## src/rtl/smcp_pkg.sv

```systemverilog
package smcp_pkg;

    localparam logic [7:0] CHAR_SYNC1 = 8'h31;  // '1'
    localparam logic [7:0] CHAR_SYNC2 = 8'h32;  // '2'
    localparam logic [7:0] CHAR_READ  = 8'h52;  // 'R'
    localparam logic [7:0] CHAR_RESET = 8'h45;  // 'E'
    localparam logic [7:0] CHAR_ERASE = 8'h46;  // 'F'
    localparam logic [7:0] CHAR_WRITE = 8'h57;  // 'W'

    localparam int QUEUE_DEPTH = 4;
    localparam int QUEUE_AW    = $clog2(QUEUE_DEPTH);
    localparam int QUEUE_CW    = $clog2(QUEUE_DEPTH + 1);

    typedef enum logic [3:0] {
        PH_IDLE  = 4'd0,
        PH_SYNC  = 4'd1,
        PH_ADDR0 = 4'd2,
        PH_ADDR1 = 4'd3,
        PH_ADDR2 = 4'd4,
        PH_ADDR3 = 4'd5,
        PH_LEN0  = 4'd6,
        PH_LEN1  = 4'd7,
        PH_CMD   = 4'd8,
        PH_WR0   = 4'd9,
        PH_WR1   = 4'd10,
        PH_WR2   = 4'd11,
        PH_WR3   = 4'd12
    } phase_t;

    typedef enum logic [1:0] {
        OP_NONE    = 2'd0,
        OP_ERASE   = 2'd1,
        OP_PROGRAM = 2'd2
    } pending_t;

    typedef enum logic [2:0] {
        ACT_READ    = 3'd0,
        ACT_RESET   = 3'd1,
        ACT_UNLOCK  = 3'd2,
        ACT_ERASE   = 3'd3,
        ACT_PROGRAM = 3'd4,
        ACT_LOCK    = 3'd5,
        ACT_REPLY   = 3'd6
    } action_t;

    typedef struct packed {
        logic       req_type;
        logic [7:0] rx_byte;
        logic       flash_ok;
    } item_t;

    typedef struct packed {
        action_t     action;
        logic [31:0] mem_address;
        logic [15:0] byte_length;
        logic [31:0] word_data;
        logic        reply_ok;
        logic        last_of_run;
    } result_t;

    // results produced by one item, r0 first
    typedef struct packed {
        logic [1:0] count;
        result_t    r0;
        result_t    r1;
    } push_t;

endpackage

```

## src/rtl/serial_memory_command_parser.sv

```systemverilog
// Serial memory command parser. Takes one transfer per cycle while in_ready is
// high, each either a received byte or a flash status, and turns complete
// frames ('1' '2', 32-bit address, 16-bit length, command) into memory action
// transfers. The input sits in a one-entry register; from there it is parsed
// once the queue has room, and its zero, one or two results go into a
// four-entry result queue. Input is taken every cycle while the queue has room
// for two results; the output port drains one result per cycle while out_ready
// is high, so under sustained load items that produce two results (erase, the
// end of a write) each hold the output port for both of their results.
module serial_memory_command_parser
    import smcp_pkg::*;
(
    input  logic        clk,
    input  logic        rst_n,
    input  logic        in_valid,
    output logic        in_ready,
    input  logic        req_type,
    input  logic [7:0]  rx_byte,
    input  logic        flash_ok,
    output logic        out_valid,
    input  logic        out_ready,
    output logic [2:0]  action,
    output logic [31:0] mem_address,
    output logic [15:0] byte_length,
    output logic [31:0] word_data,
    output logic        reply_ok,
    output logic        last_of_run
);

    logic    item_valid_reg;
    item_t   item_reg;
    logic    room;
    logic    fire;
    push_t   push;
    result_t res;

    assign fire     = item_valid_reg && room;
    assign in_ready = !item_valid_reg || fire;

    always_ff @(posedge clk or negedge rst_n)
    begin
        if (!rst_n) begin
            item_valid_reg <= 1'b0;
        end else if (in_ready) begin
            item_valid_reg <= in_valid;
        end
    end

    always_ff @(posedge clk)
    begin
        if (in_valid && in_ready) begin
            item_reg <= '{req_type: req_type, rx_byte: rx_byte, flash_ok: flash_ok};
        end
    end

    smcp_parser u_parser (
        .clk   (clk),
        .rst_n (rst_n),
        .fire  (fire),
        .item  (item_reg),
        .push  (push)
    );

    smcp_result_queue u_queue (
        .clk       (clk),
        .rst_n     (rst_n),
        .push_en   (fire),
        .push      (push),
        .room      (room),
        .out_valid (out_valid),
        .out_ready (out_ready),
        .out_data  (res)
    );

    assign action      = res.action;
    assign mem_address = res.mem_address;
    assign byte_length = res.byte_length;
    assign word_data   = res.word_data;
    assign reply_ok    = res.reply_ok;
    assign last_of_run = res.last_of_run;

`ifndef SYNTHESIS
    a_item_held: assert property (@(posedge clk) disable iff (!rst_n)
        (item_valid_reg && !room) |=> (item_valid_reg && $stable(item_reg)))
        else $error("stalled input item lost");
`endif

endmodule

```

## src/rtl/smcp_parser.sv

```systemverilog
module smcp_parser
    import smcp_pkg::*;
(
    input  logic  clk,
    input  logic  rst_n,
    input  logic  fire,
    input  item_t item,
    output push_t push
);

    phase_t      phase_reg,   phase_next;
    pending_t    pending_reg, pending_next;
    logic [31:0] addr_reg,    addr_next;
    logic [15:0] rem_reg,     rem_next;
    logic [31:0] word_reg,    word_next;

    function automatic result_t mk_result(action_t act, logic [31:0] addr,
                                          logic [15:0] len, logic [31:0] word,
                                          logic ok, logic last);
        result_t r;
        r.action      = act;
        r.mem_address = addr;
        r.byte_length = len;
        r.word_data   = word;
        r.reply_ok    = ok;
        r.last_of_run = last;
        return r;
    endfunction

    always_comb
    begin
        logic [7:0] b;
        b            = item.rx_byte;
        phase_next   = phase_reg;
        pending_next = pending_reg;
        addr_next    = addr_reg;
        rem_next     = rem_reg;
        word_next    = word_reg;
        push         = '0;

        if (item.req_type) begin
            unique case (pending_reg)
                OP_ERASE:
                begin
                    pending_next = OP_NONE;
                    push.count   = 2'd1;
                    push.r0      = mk_result(ACT_REPLY, '0, '0, '0, item.flash_ok, 1'b1);
                end
                OP_PROGRAM:
                begin
                    pending_next = OP_NONE;
                    if (!item.flash_ok) begin
                        phase_next = PH_IDLE;
                        push.count = 2'd2;
                        push.r0    = mk_result(ACT_LOCK, '0, '0, '0, 1'b0, 1'b0);
                        push.r1    = mk_result(ACT_REPLY, '0, '0, '0, 1'b0, 1'b1);
                    end else begin
                        addr_next = addr_reg + 32'd4;
                        if (rem_reg <= 16'd4) begin
                            rem_next   = '0;
                            phase_next = PH_IDLE;
                            push.count = 2'd2;
                            push.r0    = mk_result(ACT_LOCK, '0, '0, '0, 1'b0, 1'b0);
                            push.r1    = mk_result(ACT_REPLY, '0, '0, '0, 1'b1, 1'b1);
                        end else begin
                            rem_next   = rem_reg - 16'd4;
                            phase_next = PH_WR0;
                        end
                    end
                end
                default: pending_next = OP_NONE;
            endcase
        end else if (pending_reg != OP_ERASE && pending_reg != OP_PROGRAM) begin
            unique case (phase_reg)
                PH_SYNC:  phase_next = (b == CHAR_SYNC2) ? PH_ADDR0 : PH_IDLE;
                PH_ADDR0:
                begin
                    addr_next  = {b, 24'd0};
                    phase_next = PH_ADDR1;
                end
                PH_ADDR1:
                begin
                    addr_next  = addr_reg | {8'd0, b, 16'd0};
                    phase_next = PH_ADDR2;
                end
                PH_ADDR2:
                begin
                    addr_next  = addr_reg | {16'd0, b, 8'd0};
                    phase_next = PH_ADDR3;
                end
                PH_ADDR3:
                begin
                    addr_next  = addr_reg | {24'd0, b};
                    phase_next = PH_LEN0;
                end
                PH_LEN0:
                begin
                    rem_next   = {b, 8'd0};
                    phase_next = PH_LEN1;
                end
                PH_LEN1:
                begin
                    rem_next   = rem_reg | {8'd0, b};
                    phase_next = PH_CMD;
                end
                PH_CMD:
                begin
                    // unknown command bytes leave the phase alone
                    if (b == CHAR_READ) begin
                        phase_next = PH_IDLE;
                        push.count = 2'd1;
                        push.r0    = mk_result(ACT_READ, addr_reg, rem_reg, '0, 1'b0, 1'b1);
                    end else if (b == CHAR_RESET) begin
                        phase_next = PH_IDLE;
                        push.count = 2'd1;
                        push.r0    = mk_result(ACT_RESET, '0, '0, '0, 1'b0, 1'b1);
                    end else if (b == CHAR_ERASE) begin
                        phase_next   = PH_IDLE;
                        pending_next = OP_ERASE;
                        push.count   = 2'd2;
                        push.r0      = mk_result(ACT_UNLOCK, '0, '0, '0, 1'b0, 1'b0);
                        push.r1      = mk_result(ACT_ERASE, addr_reg, '0, '0, 1'b0, 1'b1);
                    end else if (b == CHAR_WRITE) begin
                        phase_next = PH_WR0;
                        push.count = 2'd1;
                        push.r0    = mk_result(ACT_UNLOCK, '0, '0, '0, 1'b0, 1'b1);
                    end
                end
                PH_WR0:
                begin
                    word_next  = {24'd0, b};
                    phase_next = PH_WR1;
                end
                PH_WR1:
                begin
                    word_next  = word_reg | {16'd0, b, 8'd0};
                    phase_next = PH_WR2;
                end
                PH_WR2:
                begin
                    word_next  = word_reg | {8'd0, b, 16'd0};
                    phase_next = PH_WR3;
                end
                PH_WR3:
                begin
                    // phase holds here until the program status comes back
                    word_next    = word_reg | {b, 24'd0};
                    pending_next = OP_PROGRAM;
                    push.count   = 2'd1;
                    push.r0      = mk_result(ACT_PROGRAM, addr_reg, '0,
                                             word_reg | {b, 24'd0}, 1'b0, 1'b1);
                end
                default:  phase_next = (b == CHAR_SYNC1) ? PH_SYNC : PH_IDLE;
            endcase
        end
    end

    always_ff @(posedge clk or negedge rst_n)
    begin
        if (!rst_n) begin
            phase_reg   <= PH_IDLE;
            pending_reg <= OP_NONE;
            addr_reg    <= '0;
            rem_reg     <= '0;
            word_reg    <= '0;
        end else if (fire) begin
            phase_reg   <= phase_next;
            pending_reg <= pending_next;
            addr_reg    <= addr_next;
            rem_reg     <= rem_next;
            word_reg    <= word_next;
        end
    end

`ifndef SYNTHESIS
    a_busy_byte_silent: assert property (@(posedge clk) disable iff (!rst_n)
        (fire && !item.req_type && pending_reg != OP_NONE) |=>
            ($stable(phase_reg) && $stable(addr_reg) && $stable(word_reg)))
        else $error("byte changed parser state while a status was pending");
    a_last_marks_end: assert property (@(posedge clk) disable iff (!rst_n)
        (push.count == 2'd2) |-> (!push.r0.last_of_run && push.r1.last_of_run))
        else $error("last_of_run misplaced in a two-result transfer");
    a_program_waits: assert property (@(posedge clk) disable iff (!rst_n)
        (pending_reg == OP_PROGRAM) |-> (phase_reg == PH_WR3))
        else $error("program pending outside the last write byte phase");
`endif

endmodule

```

## src/rtl/smcp_result_queue.sv

```systemverilog
module smcp_result_queue
    import smcp_pkg::*;
(
    input  logic    clk,
    input  logic    rst_n,
    input  logic    push_en,
    input  push_t   push,
    output logic    room,
    output logic    out_valid,
    input  logic    out_ready,
    output result_t out_data
);

    result_t               entry_reg [QUEUE_DEPTH];
    logic [QUEUE_AW-1:0]   wp_reg, rp_reg;
    logic [QUEUE_CW-1:0]   count_reg, count_next;
    logic [1:0]            n_push;
    logic                  pop;

    assign room      = (count_reg <= QUEUE_CW'(QUEUE_DEPTH - 2));
    assign out_valid = (count_reg != '0);
    assign out_data  = entry_reg[rp_reg];
    assign pop       = out_valid && out_ready;
    assign n_push    = push_en ? push.count : 2'd0;
    assign count_next = count_reg + QUEUE_CW'(n_push) - QUEUE_CW'(pop);

    always_ff @(posedge clk)
    begin
        if (n_push != 2'd0) begin
            entry_reg[wp_reg] <= push.r0;
        end
        if (n_push == 2'd2) begin
            entry_reg[wp_reg + QUEUE_AW'(1)] <= push.r1;
        end
    end

    always_ff @(posedge clk or negedge rst_n)
    begin
        if (!rst_n) begin
            wp_reg    <= '0;
            rp_reg    <= '0;
            count_reg <= '0;
        end else begin
            wp_reg    <= wp_reg + QUEUE_AW'(n_push);
            rp_reg    <= rp_reg + QUEUE_AW'(pop);
            count_reg <= count_next;
        end
    end

`ifndef SYNTHESIS
    a_no_overflow: assert property (@(posedge clk) disable iff (!rst_n)
        count_reg <= QUEUE_CW'(QUEUE_DEPTH))
        else $error("result queue overflow");
    a_push_needs_room: assert property (@(posedge clk) disable iff (!rst_n)
        (n_push != 2'd0) |-> room)
        else $error("results pushed without room");
`endif

endmodule
```

## config.mk

```make
export PLATFORM = sky130hd
export DESIGN_NAME = serial_memory_command_parser
export DESIGN_NICKNAME = d
export VERILOG_FILES = /design/src/rtl/smcp_pkg.sv /design/src/rtl/serial_memory_command_parser.sv /design/src/rtl/smcp_parser.sv /design/src/rtl/smcp_result_queue.sv
export SDC_FILE = /design/constraint.sdc
export NUM_CORES = 1
export LEC_CHECK = 0
export BUFFER_PORTS_ARGS = -buffer_cell sky130_fd_sc_hd__buf_2
export CORE_AREA = 3 3 233 235
export DETAILED_ROUTE_END_ITERATION = 16
export DIE_AREA = 0 0 236 238
export GPL_ROUTABILITY_DRIVEN = 0
export PLACE_DENSITY_LB_ADDON = 0.15
export RECOVER_POWER = 25
export SYNTH_ARGS = -nofsm -noshare
export SYNTH_HDL_FRONTEND = slang
export SYNTH_SLANG_ARGS = --single-unit
```

## constraint.sdc

```tcl
create_clock -name clk -period 7.6 [get_ports clk]
set_input_delay 1.14 -clock clk [delete_from_list [all_inputs] [get_ports clk]]
set_output_delay 1.14 -clock clk [all_outputs]
set_load 0.05 [all_outputs]
```

==> impl_results.md <==
* Met2 WL post-DR at 25210 um
* DRC at 0
* Routed wire length on met3 at 2972 um
* WP data arrival at 5.64 ns
* Post-synth EDFFs at 158
* # hold bufs at CTS at 0
* Dominant cells by area after synthesis: edfxtp_1, dfxtp_1, dfrtp_1
* Crit start category: register
* Routed Antenna Nets at 0
* Post-CTS Resized at 0
* I/O pins at 101
* Post-synthesis cell count at 1822
* Routed vias at 14370
* Clk slew on worst S/H paths at 0.06 ns
* Max frequency at 0.1934 GHz
* Maxcap violations at 4
* Number of detailed-route iterations in the first pass at 5
* Gr ovfl total at 0
* Cell taking the most area after synthesis: edfxtp_1
* DRT met1 WL at 24770 um
* Initial Utilization at 37.82%
* H-Tree Depth at 2
* Critical path class: reg2reg
* Avg WL per Cell at 21.00 um
* Initial antenna violation count at 4
* Skew final at 0.03281 ns
* Pins over their slew limit at 118
* Final Routed Wirelength at 54100 um
* Peak supply drop at 0.0002287 V
* Async set-reset flop share out of synthesis at 21.17%
* Final Hold Vio Count at 0
* Row count at 84
* FF+latch count, synth at 444
* Post-Syn Area at 19830 um^2
* Fill cell count at 4912
* Dpl cell area at 20860 um^2
* Final nets at 1872
* Pre-CTS WS at 3.651 ns
* Post-DP HPWL at 32590 um
* Vias in the first global route at 13970
* Post-route clock period utilization at 68.04%
* Violated checks: max-capacitance violations, max-slew violations
* CP max FO at 13
* RSZ-0062 raised after global routing: false
* # Post-CTS Setup Buffers at 0
* Top sig layer: met5
* Ys flop type: dfxtp_1
* Share of the yosys chip area belonging to registers at 55.16%
* Clock Latency Late Sink at 0.60 ns
* Avg Inst Size Synth at 10.89 um^2
* CTS tree: done
* Core area at 52450 um^2
* Final TNS setup at 0 ns
* Worst Hold Endpoint: u_queue.entry_reg[2][10]$_SDFFE_PP0N_
* Fin crit period at 5.171 ns
* Share of layout cells above drive strength 1 at 16.75%
* Relative slew slack at -69.80%
* Design Area, Final at 22520 um^2
* Largest register FFs at 340
* Util after Layout at 42.94%
* Final setup fails at 0
* Sink Count at 444
* Worst r2r src: item_reg[4]$_DFFE_PP_
* Via-to-Cell Ratio at 5.580
* Largest net degree at the start of global routing at 101
* Clk buf depth at 3
* Reg-to-Reg End: u_queue.count_reg[2]$_DFF_PN0_
* Pwr Density at 344.2 nW/um^2
* Synth-to-layout area growth at 13.54%
* HP Class: reg2reg
* GRT Overall Usage at 19.01%
* Yosys top cell area share at 23.92%
* Worst-Margin Slew at 2.520 ns
* 1st-iter DRT viols at 1060
* Hold Startpoint: u_queue.entry_reg[2][10]$_SDFFE_PP0N_
* Outcome: complete, but fails checks
* YS warnings at 0
* Critical Path RT at 8.07 ns
* Syn_nets at 1848
* R2R Setup Slk at 2.43 ns
* Hold Path Stages at 2
* First-pass GRT wire length at 84600 um
* CTS root buf: clkbuf_16
* Post-route setup slack at 2.429 ns
* Port Buffers at 100
* Leakage at 8.037 nW
* Reg2Reg Depth at 8
* Number of library cell types mapped by synthesis at 78
* Die Width at 236 um
* Tot Pwr at 0.007751 W
* Die Y at 238 um
* Die ar. at 56170 um^2
* Crit path capture type: register
* CTS Buf Count at 50
metal layers:
layer,up-vias,GRT usage [%]
met1,7149,26.89
li1,6770,-
met2,364,30.37
met4,8,4.996
met5,-,0
met3,82,3.398
critical path, cell delays in order, from the launching register on:
cell and delay (ns):
edfxtp_1 0.71, nor4b_1 0.87, nand4_1 0.53, o21ai_0 1.09
o21ai_0 0.65, ha_1 0.48, fa_1 0.44, xor2_1 0.17
xnor2_1 0.12
worst max path at each step:
stage                     slack, ns                                 from  depth (start not counted)                                 to
after floorplan                1.29  u_parser.pending_reg[0]$_DFFE_PN0P_                          9  u_queue.entry_reg[1][0]$_DFFE_PP_
after global placement         3.71          u_queue.rp_reg[0]$_DFF_PN0_                          3                          action[0]
after detailed placement       3.65                item_reg[4]$_DFFE_PP_                          6  u_queue.entry_reg[1][1]$_DFFE_PP_
after CTS                      3.04          u_queue.rp_reg[0]$_DFF_PN0_                          3                          action[2]
after global routing           2.03                item_reg[7]$_DFFE_PP_                          8     u_queue.count_reg[2]$_DFF_PN0_
final                          2.43                item_reg[4]$_DFFE_PP_                          8     u_queue.count_reg[2]$_DFF_PN0_
where the power goes:
| group | internal, W | switching [W] | leakage, nW |
|---|---|---|---|
| sequential | 0.00271 | 0.000499 | 4.08 |
| clock | 0.00147 | 0.000997 | 0.845 |
| combinational | 0.000726 | 0.00135 | 3.12 |
| total | 0.00490 | 0.00285 | 8.04 |
synthesized netlist by cell type, types with 5 or more instances:
master	instances
a21oi_1	79
dfrtp_1	94
o21ai_0	221
and3_1	10
nor3_1	25
o21ai_1	27
a22oi_1	7
nand2_1	127
o22ai_1	29
nor4_1	7
nand3_1	233
nor2_1	66
mux4_2	85
dfxtp_1	192
a31oi_1	6
edfxtp_1	158
and2_1	131
nor2b_1	6
or3_1	6
inv_1	20
o21a_1	5
buf_4	9
ha_1	11
nand2b_1	7
buf_1	11
clkbuf_1	85
xnor2_1	5
mux2i_1	15
buf_2	53
metrics by stage:
stage	hold WS, ns	std cells
global route	0.4786	2575
finish	0.4589	2576
floorplan	0.4311	1822
detailed placement	0.4510	2482
CTS	0.4593	2575
global placement	0.4415	2482
placed cells by master (no fill, tap or decap), types with 7 or more instances in the layout:
cell / n
nand3_1: 233
o21ai_0: 221
dfxtp_1: 192
edfxtp_1: 158
nand2_1: 124
and2_1: 111
buf_2: 94
dfrtp_1: 92
mux4_2: 85
a21oi_1: 79
nor2_1: 65
clkbuf_16: 51
o22ai_1: 29
o21ai_1: 28
buf_4: 28
nor3_1: 24
and2_0: 21
inv_1: 20
clkbuf_1: 18
mux2i_1: 15
ha_1: 11
clkinv_2: 11
and3_1: 10
clkbuf_8: 10
nand2b_1: 7
nor4_1: 7
a22oi_1: 7
cell type report:
class                           count  area (um^2)  area share [%]
Timing Repair Buffer              131        714.4           3.173
Tap cell                          688        860.8           3.823
Antenna cell                        1        2.502         0.01111
Inverter                           20        75.07          0.3334
Multi-Input combinational cell   1199         8218           36.49
Clock inverter                     23        252.7           1.122
Sequential cell                   444        10950           48.62
Clock buffer                       70         1448           6.428
kinds of logic (layout without fill, tap and decap cells):
| group | after synthesis | after routing | synth area share [%] |
|---|---|---|---|
| adder cells (fa/ha/maj) | 12 | 12 | 0.7949 |
| flip-flops | 444 | 444 | 55.16 |
| AO/OA/AOI/OAI | 427 | 427 | 12.31 |
| buffers and inverters | 179 | 244 | 3.899 |
| multiplexers | 101 | 101 | 10.47 |
| AND/OR/NAND/NOR | 650 | 650 | 16.97 |
| XOR/XNOR | 9 | 9 | 0.3974 |
| other | 0 | 1 | 0 |
No activity file was read; power rests on OpenSTA's default activity.
